### src/hw/rtl/vkol_pkg.sv
// Shared constants and types of the value-keyed ordered list.
// Used by the channel interfaces and by value_keyed_ordered_list_core.
package vkol_pkg;

    localparam int CAPACITY_DEF   = 64;
    localparam int DATA_WIDTH_DEF = 32;

    // fixed widths of the beat fields
    localparam int OP_W     = 3;
    localparam int KEY_W    = 32;
    localparam int EXT_W    = 64;
    localparam int STATUS_W = 2;
    localparam int POS_W    = 6;
    localparam int COUNT_W  = 7;

    typedef enum logic [OP_W-1:0] {
        OP_FRONT  = 3'd0,
        OP_BACK   = 3'd1,
        OP_AFTER  = 3'd2,
        OP_DELETE = 3'd3,
        OP_MODIFY = 3'd4,
        OP_FIND   = 3'd5
    } op_t;

    typedef enum logic [STATUS_W-1:0] {
        ST_OK        = 2'd0,
        ST_NOT_FOUND = 2'd1,
        ST_FULL      = 2'd2
    } status_t;

endpackage

### src/hw/rtl/vkol_cmd_if.sv
// Command channel of the value-keyed ordered list: valid/ready plus one operation.
// Depends on vkol_pkg for the field widths.
interface vkol_cmd_if;
    import vkol_pkg::*;

    logic                    valid;
    logic                    ready;
    logic [OP_W-1:0]         op;
    logic signed [KEY_W-1:0] search_key;
    logic signed [KEY_W-1:0] new_value;

    modport source (output valid, op, search_key, new_value, input ready);
    modport sink   (input valid, op, search_key, new_value, output ready);

endinterface

### src/hw/rtl/vkol_rsp_if.sv
// Response channel of the value-keyed ordered list: valid/ready plus one result.
// Depends on vkol_pkg for the field widths.
interface vkol_rsp_if;
    import vkol_pkg::*;

    logic                valid;
    logic                ready;
    logic [STATUS_W-1:0] status;
    logic [POS_W-1:0]    position;
    logic [COUNT_W-1:0]  element_count;

    modport source (output valid, status, position, element_count, input ready);
    modport sink   (input valid, status, position, element_count, output ready);

endinterface

### src/hw/rtl/value_keyed_ordered_list_core.sv
// Bounded ordered list of signed values kept in one synchronous memory.
// Depends on vkol_pkg, vkol_cmd_if and vkol_rsp_if.
//
//   channel | dir | beat fields                        | accepted when
//   --------+-----+------------------------------------+--------------------
//   cmd     | in  | op, search_key, new_value          | cmd.valid & ready
//   rsp     | out | status, position, element_count    | rsp.valid & ready
//
// One command at a time. Append, refused and trivial commands go from S_IDLE
// straight to S_WRAP, which loads the response register. All others walk the list
// through the single read port in S_SCAN, one entry per cycle; an inserted value
// then has S_TAIL write the tail. Find and modify stop at the first match.
// Reset empties the list at once; the memory itself is not cleared.
// A held response stalls the next command only until it leaves the output register.
module value_keyed_ordered_list_core #(
    parameter int CAPACITY   = vkol_pkg::CAPACITY_DEF,
    parameter int DATA_WIDTH = vkol_pkg::DATA_WIDTH_DEF
) (
    input  logic          clk,
    input  logic          rst_n,
    vkol_cmd_if.sink      cmd,
    vkol_rsp_if.source    rsp
);
    import vkol_pkg::*;

    localparam int IDX_W = (CAPACITY > 1) ? $clog2(CAPACITY) : 1;
    localparam int CNT_W = $clog2(CAPACITY + 1);
    localparam logic [CNT_W-1:0] CAP_CNT = CNT_W'(CAPACITY);

    typedef enum logic [1:0] {
        S_IDLE,
        S_SCAN,
        S_TAIL,
        S_WRAP
    } state_t;

    // control
    state_t                state_reg, state_next;
    logic [CNT_W-1:0]      occ_reg, occ_next;
    logic [CNT_W-1:0]      rd_idx_reg, rd_idx_next;
    logic                  pv_reg, pv_next;
    logic                  found_reg, found_next;
    logic                  rsp_valid_reg, rsp_valid_next;

    // payload
    op_t                   op_reg, op_next;
    logic [DATA_WIDTH-1:0] key_reg, key_next;
    logic [DATA_WIDTH-1:0] val_reg, val_next;
    logic [DATA_WIDTH-1:0] carry_reg, carry_next;
    logic [IDX_W-1:0]      pos_reg, pos_next;
    status_t               stat_reg, stat_next;
    logic [IDX_W-1:0]      dv_idx_reg, dv_idx_next;
    status_t               rsp_status_reg, rsp_status_next;
    logic [POS_W-1:0]      rsp_position_reg, rsp_position_next;
    logic [COUNT_W-1:0]    rsp_count_reg, rsp_count_next;

    // memory
    logic [DATA_WIDTH-1:0] mem [CAPACITY];
    logic [DATA_WIDTH-1:0] rd_data_reg;
    logic                  rd_en;
    logic [IDX_W-1:0]      rd_addr;
    logic                  wr_en;
    logic [IDX_W-1:0]      wr_addr;
    logic [DATA_WIDTH-1:0] wr_data;

    logic [EXT_W-1:0]      key_ext;
    logic [EXT_W-1:0]      val_ext;
    logic                  full;
    logic                  last;
    logic                  out_free;

    assign key_ext  = {{(EXT_W-KEY_W){cmd.search_key[KEY_W-1]}}, cmd.search_key};
    assign val_ext  = {{(EXT_W-KEY_W){cmd.new_value[KEY_W-1]}}, cmd.new_value};
    assign full     = (occ_reg == CAP_CNT);
    assign last     = pv_reg &&
                      ((CNT_W+1)'(dv_idx_reg) + (CNT_W+1)'(1) == (CNT_W+1)'(occ_reg));
    assign out_free = !rsp_valid_reg || rsp.ready;

    assign cmd.ready         = (state_reg == S_IDLE);
    assign rsp.valid         = rsp_valid_reg;
    assign rsp.status        = rsp_status_reg;
    assign rsp.position      = rsp_position_reg;
    assign rsp.element_count = rsp_count_reg;

    always_comb
    begin
        state_next        = state_reg;
        occ_next          = occ_reg;
        rd_idx_next       = rd_idx_reg;
        pv_next           = 1'b0;
        found_next        = found_reg;
        op_next           = op_reg;
        key_next          = key_reg;
        val_next          = val_reg;
        carry_next        = carry_reg;
        pos_next          = pos_reg;
        stat_next         = stat_reg;
        dv_idx_next       = dv_idx_reg;
        rsp_valid_next    = rsp_valid_reg && !rsp.ready;
        rsp_status_next   = rsp_status_reg;
        rsp_position_next = rsp_position_reg;
        rsp_count_next    = rsp_count_reg;
        rd_en             = 1'b0;
        rd_addr           = rd_idx_reg[IDX_W-1:0];
        wr_en             = 1'b0;
        wr_addr           = occ_reg[IDX_W-1:0];
        wr_data           = val_reg;

        unique case (state_reg)
            S_IDLE:
            begin
                if (cmd.valid)
                begin
                    op_next     = op_t'(cmd.op);
                    key_next    = key_ext[DATA_WIDTH-1:0];
                    val_next    = val_ext[DATA_WIDTH-1:0];
                    carry_next  = val_ext[DATA_WIDTH-1:0];
                    pos_next    = '0;
                    stat_next   = ST_OK;
                    found_next  = 1'b0;
                    rd_idx_next = '0;
                    state_next  = S_WRAP;
                    priority if (cmd.op > OP_FIND)
                    begin
                        stat_next = ST_NOT_FOUND;
                    end
                    else if (full && (cmd.op == OP_FRONT || cmd.op == OP_BACK ||
                                      cmd.op == OP_AFTER))
                    begin
                        stat_next = ST_FULL;
                    end
                    else if (cmd.op == OP_BACK || (cmd.op == OP_FRONT && occ_reg == '0))
                    begin
                        // append straight to the tail
                        wr_en    = 1'b1;
                        wr_addr  = occ_reg[IDX_W-1:0];
                        wr_data  = val_ext[DATA_WIDTH-1:0];
                        pos_next = occ_reg[IDX_W-1:0];
                        occ_next = CNT_W'(occ_reg + 1'b1);
                    end
                    else if (occ_reg == '0)
                    begin
                        stat_next = ST_NOT_FOUND;
                    end
                    else
                    begin
                        // scan the list; a front insert ripples from entry 0 with no search
                        state_next = S_SCAN;
                        found_next = (cmd.op == OP_FRONT);
                    end
                end
            end

            S_SCAN:
            begin
                // read one entry ahead; a written entry is never read again
                if (rd_idx_reg != occ_reg)
                begin
                    rd_en       = 1'b1;
                    pv_next     = 1'b1;
                    dv_idx_next = rd_idx_reg[IDX_W-1:0];
                    rd_idx_next = CNT_W'(rd_idx_reg + 1'b1);
                end
                if (pv_reg)
                begin
                    if (found_reg)
                    begin
                        wr_en = 1'b1;
                        if (op_reg == OP_DELETE)
                        begin
                            // close the gap: move each entry down by one
                            wr_addr = dv_idx_reg - IDX_W'(1);
                            wr_data = rd_data_reg;
                        end
                        else
                        begin
                            // open the gap: write the carried value, carry the old one
                            wr_addr    = dv_idx_reg;
                            wr_data    = carry_reg;
                            carry_next = rd_data_reg;
                        end
                    end
                    else if (rd_data_reg == key_reg)
                    begin
                        pos_next = dv_idx_reg;
                        unique case (op_reg)
                            OP_FIND:
                            begin
                                state_next = S_WRAP;
                            end
                            OP_MODIFY:
                            begin
                                wr_en      = 1'b1;
                                wr_addr    = dv_idx_reg;
                                wr_data    = val_reg;
                                state_next = S_WRAP;
                            end
                            OP_DELETE:
                            begin
                                found_next = 1'b1;
                            end
                            OP_AFTER:
                            begin
                                found_next = 1'b1;
                                pos_next   = dv_idx_reg + IDX_W'(1);
                                carry_next = val_reg;
                            end
                            default:
                            begin
                                state_next = S_WRAP;
                            end
                        endcase
                    end

                    if (last && state_next == S_SCAN)
                    begin
                        priority if (!found_next)
                        begin
                            stat_next  = ST_NOT_FOUND;
                            pos_next   = '0;
                            state_next = S_WRAP;
                        end
                        else if (op_reg == OP_DELETE)
                        begin
                            occ_next   = CNT_W'(occ_reg - 1'b1);
                            state_next = S_WRAP;
                        end
                        else
                        begin
                            state_next = S_TAIL;
                        end
                    end
                end
                if (state_next != S_SCAN)
                begin
                    pv_next = 1'b0;
                end
            end

            S_TAIL:
            begin
                wr_en      = 1'b1;
                wr_addr    = occ_reg[IDX_W-1:0];
                wr_data    = carry_reg;
                occ_next   = CNT_W'(occ_reg + 1'b1);
                state_next = S_WRAP;
            end

            S_WRAP:
            begin
                if (out_free)
                begin
                    rsp_valid_next    = 1'b1;
                    rsp_status_next   = stat_reg;
                    rsp_position_next = POS_W'(pos_reg);
                    rsp_count_next    = COUNT_W'(occ_reg);
                    state_next        = S_IDLE;
                end
            end
        endcase
    end

    always_ff @(posedge clk or negedge rst_n)
    begin
        if (!rst_n)
        begin
            state_reg        <= S_IDLE;
            occ_reg          <= '0;
            rd_idx_reg       <= '0;
            pv_reg           <= 1'b0;
            found_reg        <= 1'b0;
            rsp_valid_reg    <= 1'b0;
            op_reg           <= OP_FRONT;
            key_reg          <= '0;
            val_reg          <= '0;
            carry_reg        <= '0;
            pos_reg          <= '0;
            stat_reg         <= ST_OK;
            dv_idx_reg       <= '0;
            rsp_status_reg   <= ST_OK;
            rsp_position_reg <= '0;
            rsp_count_reg    <= '0;
        end
        else
        begin
            state_reg        <= state_next;
            occ_reg          <= occ_next;
            rd_idx_reg       <= rd_idx_next;
            pv_reg           <= pv_next;
            found_reg        <= found_next;
            rsp_valid_reg    <= rsp_valid_next;
            op_reg           <= op_next;
            key_reg          <= key_next;
            val_reg          <= val_next;
            carry_reg        <= carry_next;
            pos_reg          <= pos_next;
            stat_reg         <= stat_next;
            dv_idx_reg       <= dv_idx_next;
            rsp_status_reg   <= rsp_status_next;
            rsp_position_reg <= rsp_position_next;
            rsp_count_reg    <= rsp_count_next;
        end
    end

    always_ff @(posedge clk)
    begin
        if (wr_en)
        begin
            mem[wr_addr] <= wr_data;
        end
        if (rd_en)
        begin
            rd_data_reg <= mem[rd_addr];
        end
    end

    a_occ_bound: assert property (@(posedge clk) disable iff (!rst_n)
        occ_reg <= CAP_CNT)
        else $error("element count above capacity");

    a_occ_step: assert property (@(posedge clk) disable iff (!rst_n)
        (occ_reg == $past(occ_reg)) ||
        (occ_reg == CNT_W'($past(occ_reg) + 1'b1)) ||
        (CNT_W'(occ_reg + 1'b1) == $past(occ_reg)))
        else $error("element count moved by more than one");

    a_wr_in_list: assert property (@(posedge clk) disable iff (!rst_n)
        wr_en |-> (CNT_W'(wr_addr) <= occ_reg))
        else $error("write beyond the tail of the list");

    a_rd_in_list: assert property (@(posedge clk) disable iff (!rst_n)
        pv_reg |-> (CNT_W'(dv_idx_reg) < occ_reg))
        else $error("read data from outside the list");

    a_full_status: assert property (@(posedge clk) disable iff (!rst_n)
        (state_reg == S_WRAP && out_free && stat_reg == ST_FULL) |-> full)
        else $error("full status while the list has room");

endmodule

### src/flat_wrapper.sv
// flat-port wrapper written by rule: the top's interface ports become plain ports
module value_keyed_ordered_list_core_flat import vkol_pkg::*;
#(
    parameter int CAPACITY   = vkol_pkg::CAPACITY_DEF,
    parameter int DATA_WIDTH = vkol_pkg::DATA_WIDTH_DEF
)
  (clk, rst_n, cmd_valid, cmd_op, cmd_search_key, cmd_new_value, cmd_ready, rsp_valid, rsp_status, rsp_position, rsp_element_count, rsp_ready);
  vkol_cmd_if cmd_i ();
  vkol_rsp_if rsp_i ();
  input  logic clk;
  input  logic rst_n;
  input wire logic [$bits(cmd_i.valid)-1:0] cmd_valid;
  input wire logic [$bits(cmd_i.op)-1:0] cmd_op;
  input wire logic [$bits(cmd_i.search_key)-1:0] cmd_search_key;
  input wire logic [$bits(cmd_i.new_value)-1:0] cmd_new_value;
  output wire logic [$bits(cmd_i.ready)-1:0] cmd_ready;
  output wire logic [$bits(rsp_i.valid)-1:0] rsp_valid;
  output wire logic [$bits(rsp_i.status)-1:0] rsp_status;
  output wire logic [$bits(rsp_i.position)-1:0] rsp_position;
  output wire logic [$bits(rsp_i.element_count)-1:0] rsp_element_count;
  input wire logic [$bits(rsp_i.ready)-1:0] rsp_ready;
  assign cmd_i.valid = cmd_valid;
  assign cmd_i.op = cmd_op;
  assign cmd_i.search_key = cmd_search_key;
  assign cmd_i.new_value = cmd_new_value;
  assign cmd_ready = cmd_i.ready;
  assign rsp_valid = rsp_i.valid;
  assign rsp_status = rsp_i.status;
  assign rsp_position = rsp_i.position;
  assign rsp_element_count = rsp_i.element_count;
  assign rsp_i.ready = rsp_ready;
  value_keyed_ordered_list_core #(.CAPACITY(CAPACITY), .DATA_WIDTH(DATA_WIDTH)) u_core (.clk(clk), .rst_n(rst_n), .cmd(cmd_i), .rsp(rsp_i));
endmodule
### config.mk
export PLATFORM = sky130hd
export DESIGN_NAME = value_keyed_ordered_list_core_flat
export DESIGN_NICKNAME = d
export VERILOG_FILES = /design/src/hw/rtl/vkol_pkg.sv /design/src/hw/rtl/vkol_cmd_if.sv /design/src/hw/rtl/vkol_rsp_if.sv /design/src/hw/rtl/value_keyed_ordered_list_core.sv /design/src/flat_wrapper.sv
export SDC_FILE = /design/constraint.sdc
export NUM_CORES = 2
export LEC_CHECK = 0
export ABC_AREA = 1
export BUFFER_PORTS_ARGS = -buffer_cell sky130_fd_sc_hd__clkbuf_2
export CORE_ASPECT_RATIO = 1.25
export CORE_UTILIZATION = 47
export DETAILED_ROUTE_END_ITERATION = 7
export HOLD_SLACK_MARGIN = 0.03
export PLACE_DENSITY_LB_ADDON = 0.25
export SKIP_LAST_GASP = 1
export SLEW_MARGIN = 20
export SYNTH_ARGS = -nofsm -noshare
export SYNTH_HDL_FRONTEND = slang
export SYNTH_SLANG_ARGS = --single-unit
### constraint.sdc
create_clock -name clk -period 6.4 [get_ports clk]
set_clock_uncertainty 0.1 [all_clocks]
set_input_delay 0.64 -clock clk [delete_from_list [all_inputs] [get_ports clk]]
set_output_delay 0.64 -clock clk [all_outputs]
set_load 0.005 [all_outputs]
==> results.json <==
{
  "min_path_type": "input pin to flop",
  "ys.flop_type": "edfxtp_1",
  "slew_headroom_pct": 21.5,
  "ys_warn_count": 0,
  "yosysMostFrequentCell": "edfxtp_1",
  "endpoint_kind": "flop",
  "yosysTopAreaCell": "edfxtp_1",
  "crit_path_start": "u_core.rd_data_reg[30]",
  "drc_errors": 0,
  "ys_types": 48,
  "hold_slack_ns": 0.0984,
  "rsz0062_at_grt": "false",
  "largest_register": "u_core.mem",
  "start_util_pct": 47.5,
  "drt-initial-drc-count": 8146,
  "areaGrowthSynthToFinish_pct": 12.7,
  "post-dp-hpwl_mm": 161,
  "cp_data_required_time_ns": 6.78,
  "cts-htree-levels": 4,
  "vias_per_cell": 6.21,
  "clock-root-buffer": "clkbuf_16",
  "core_sq_mm": 0.189,
  "antenna_found_initial": 20,
  "fin_crit_sh_pct": 69.2,
  "track_usage_pct": 28.7,
  "grt.overflow.total": 0,
  "wl_per_cell_um": 28.5,
  "finalCriticalPeriod_ns": 4.43,
  "synth_top_area_share_pct": 69.6,
  "final_nets": 7247,
  "synth.avg_cell_area_sq_um": 12.6,
  "die_h_um": 490,
  "wirelength_mm": 281,
  "timing.setup.tns_ns": 0,
  "ys_top_cells_by_area": "edfxtp_1 (70%), o21ai_0 (6.7%), nor2_1 (4.9%)",
  "port_buffers": 87,
  "cts_tree": "built",
  "crit_path_start_kind": "flop",
  "ios": 88,
  "drive_above_1_share_pct": 9.18,
  "finalMaxSlewViolations": 0,
  "path_max_fanout": 32,
  "status": "completed",
  "gp_congestion": 0.948,
  "synth-seq-cells": 2227,
  "antenna_left": 0,
  "p_per_area_mw_per_mm2": 585,
  "firstDrtPassIters": 7,
  "leakagePower_uw": 0.0330,
  "worstSetupPathType": "flop to flop",
  "synth-edff-count": 2080,
  "ir_worst_vdd_v": 0.000734,
  "min_from": "cmd_valid",
  "largest_register_ffs": 2048,
  "hold_viol_final": 0,
  "clkTransAtPathRegs_ns": 0.07,
  "grt_pass1_vias": 57500,
  "cap_violations": 0,
  "cts-resized-gates": 0,
  "die-area_sq_mm": 0.193,
  "clkLatencyLatePin_ns": 0.88,
  "die-width_um": 393,
  "synth_fp_nets": 7223,
  "rows": 178,
  "r2r-start": "u_core.rd_data_reg[30]",
  "dr_total_vias": 61200,
  "grt_first_pass_wirelength_mm": 403,
  "grt_max_degree": 197,
  "crit_arrival_ns": 4.81,
  "yosys-top-cells-count": "edfxtp_1 (2080), o21ai_0 (1205), nor2_1 (1176)",
  "max_freq_ghz": 0.226,
  "clock_tree.buffer_depth": 3,
  "setup_viol_count_final": 0,
  "seq_area_frac_synth_pct": 73.7,
  "async_flop_share_pct": 6.60,
  "cts_buffers": 203,
  "tightest_slew_ns": 1.18,
  "cts.sinks": 2227,
  "syn_area_sq_mm": 0.0897,
  "syn_inst": 7143
}
stage by stage:
step	instances	setup WS (ns)	total power, uW	instance area (sq um)	utilization (%)
2_1_floorplan	7143	2.72	35300	89700	-
3_3_place_gp	9391	2.03	46100	93100	49.3
3_5_place_dp	9404	2.03	46400	93400	49.5
4_1_cts	9850	2.01	58700	101000	53.4
5_1_grt	9868	1.85	61000	101000	53.5
6_report	9868	1.97	59100	101000	53.5
final timing paths:
kind                                           to  slack, ns  depth (start not counted)
max in group asynchronous    u_core.rd_idx_reg[1]       4.79                          3
hold / removal                u_core.state_reg[1]        0.1                          5
setup / recovery               u_core.mem[29][19]       1.97                         13
hold reg to reg            u_core.rsp.position[3]       0.39                          2
setup reg to reg               u_core.mem[29][19]       1.97                         13
min in group asynchronous  u_core.rsp.position[4]       0.19                          2
critical path: stages (launching register included):
cell,delay (ns)
edfxtp_1,0.43
xnor2_1,0.18
nand2_1,0.11
nor2_1,0.14
nand2_1,0.08
nor2_2,0.27
nand2_2,0.24
nand2_1,0.11
nand2_1,0.05
nand2_1,0.09
nand2_1,0.08
nand2_2,0.18
nand4_1,0.75
nor2_4,1.22
per-layer routing:
layer  vias to the layer above  track usage, %  routed length (um)
li1                      26600               -                   -
met1                     30600            38.7              107000
met2                      3425            44.0              130000
met3                       599            5.41               27300
met4                        12            15.9               17200
met5                         -               0                  78
logic make-up after synthesis:
group | share of synthesized area [%]
AND/OR/NAND/NOR | 9.83
adder cells (fa/ha/maj) | 0.134
multiplexers | 0.0502
AO/OA/AOI/OAI | 13.1
XOR/XNOR | 0.406
flip-flops | 73.7
buffers and inverters | 2.74
what timing repair did:
item	4_1_cts	5_1_grt
hold buffers	69	0
setup endpoints to repair	0	0
endpoints found under the hold margin	151	0
setup buffers	0	0
report_power, final:
part / switching (uW) / internal (uW) / leakage [uW]
Sequential: 737 / 22000 / 0.0207
Combinational: 19300 / 4680 / 0.00900
Clock: 5540 / 6860 / 0.00326
final cells by class:
class / instances / area (sq um)
diodes: 9 / 22.5
clock buffers: 246 / 5240
clock inverters: 131 / 1530
fillers: 15600 / 87700
inverters: 118 / 470
multi-input cells: 4290 / 21600
flip-flops and latches: 2227 / 66200
well taps: 2520 / 3150
repair buffers: 327 / 2950
cells in the final DEF (no fill, tap or decap), types with 6 or more instances in the layout:
master            n
inv_6             6
nor2_2            6
a21oi_1         145
clkbuf_16       203
o21ai_0        1205
a22oi_1           9
nor2_4           70
clkbuf_2         86
a211oi_1         21
nand4_1          67
edfxtp_1       2080
ha_1              8
a31oi_1          10
clkinv_1         55
bufinv_16        24
xor2_1           12
o211ai_1         67
o22ai_1         328
clkinv_16        10
clkinv_2         32
nand2_1         663
nor2_1         1117
dfrtp_1         143
buf_16            8
buf_4           133
nand2_2          12
inv_1            89
buf_12           30
diode_2           9
o21ai_1          45
nor3_1           10
nand3_1         230
clkinvlp_4        7
xnor2_1          27
o221ai_1        207
dlygate4sd3_1    69
inv_2            18
clkbuf_1         43
No activity file was read; power rests on OpenSTA's default activity.
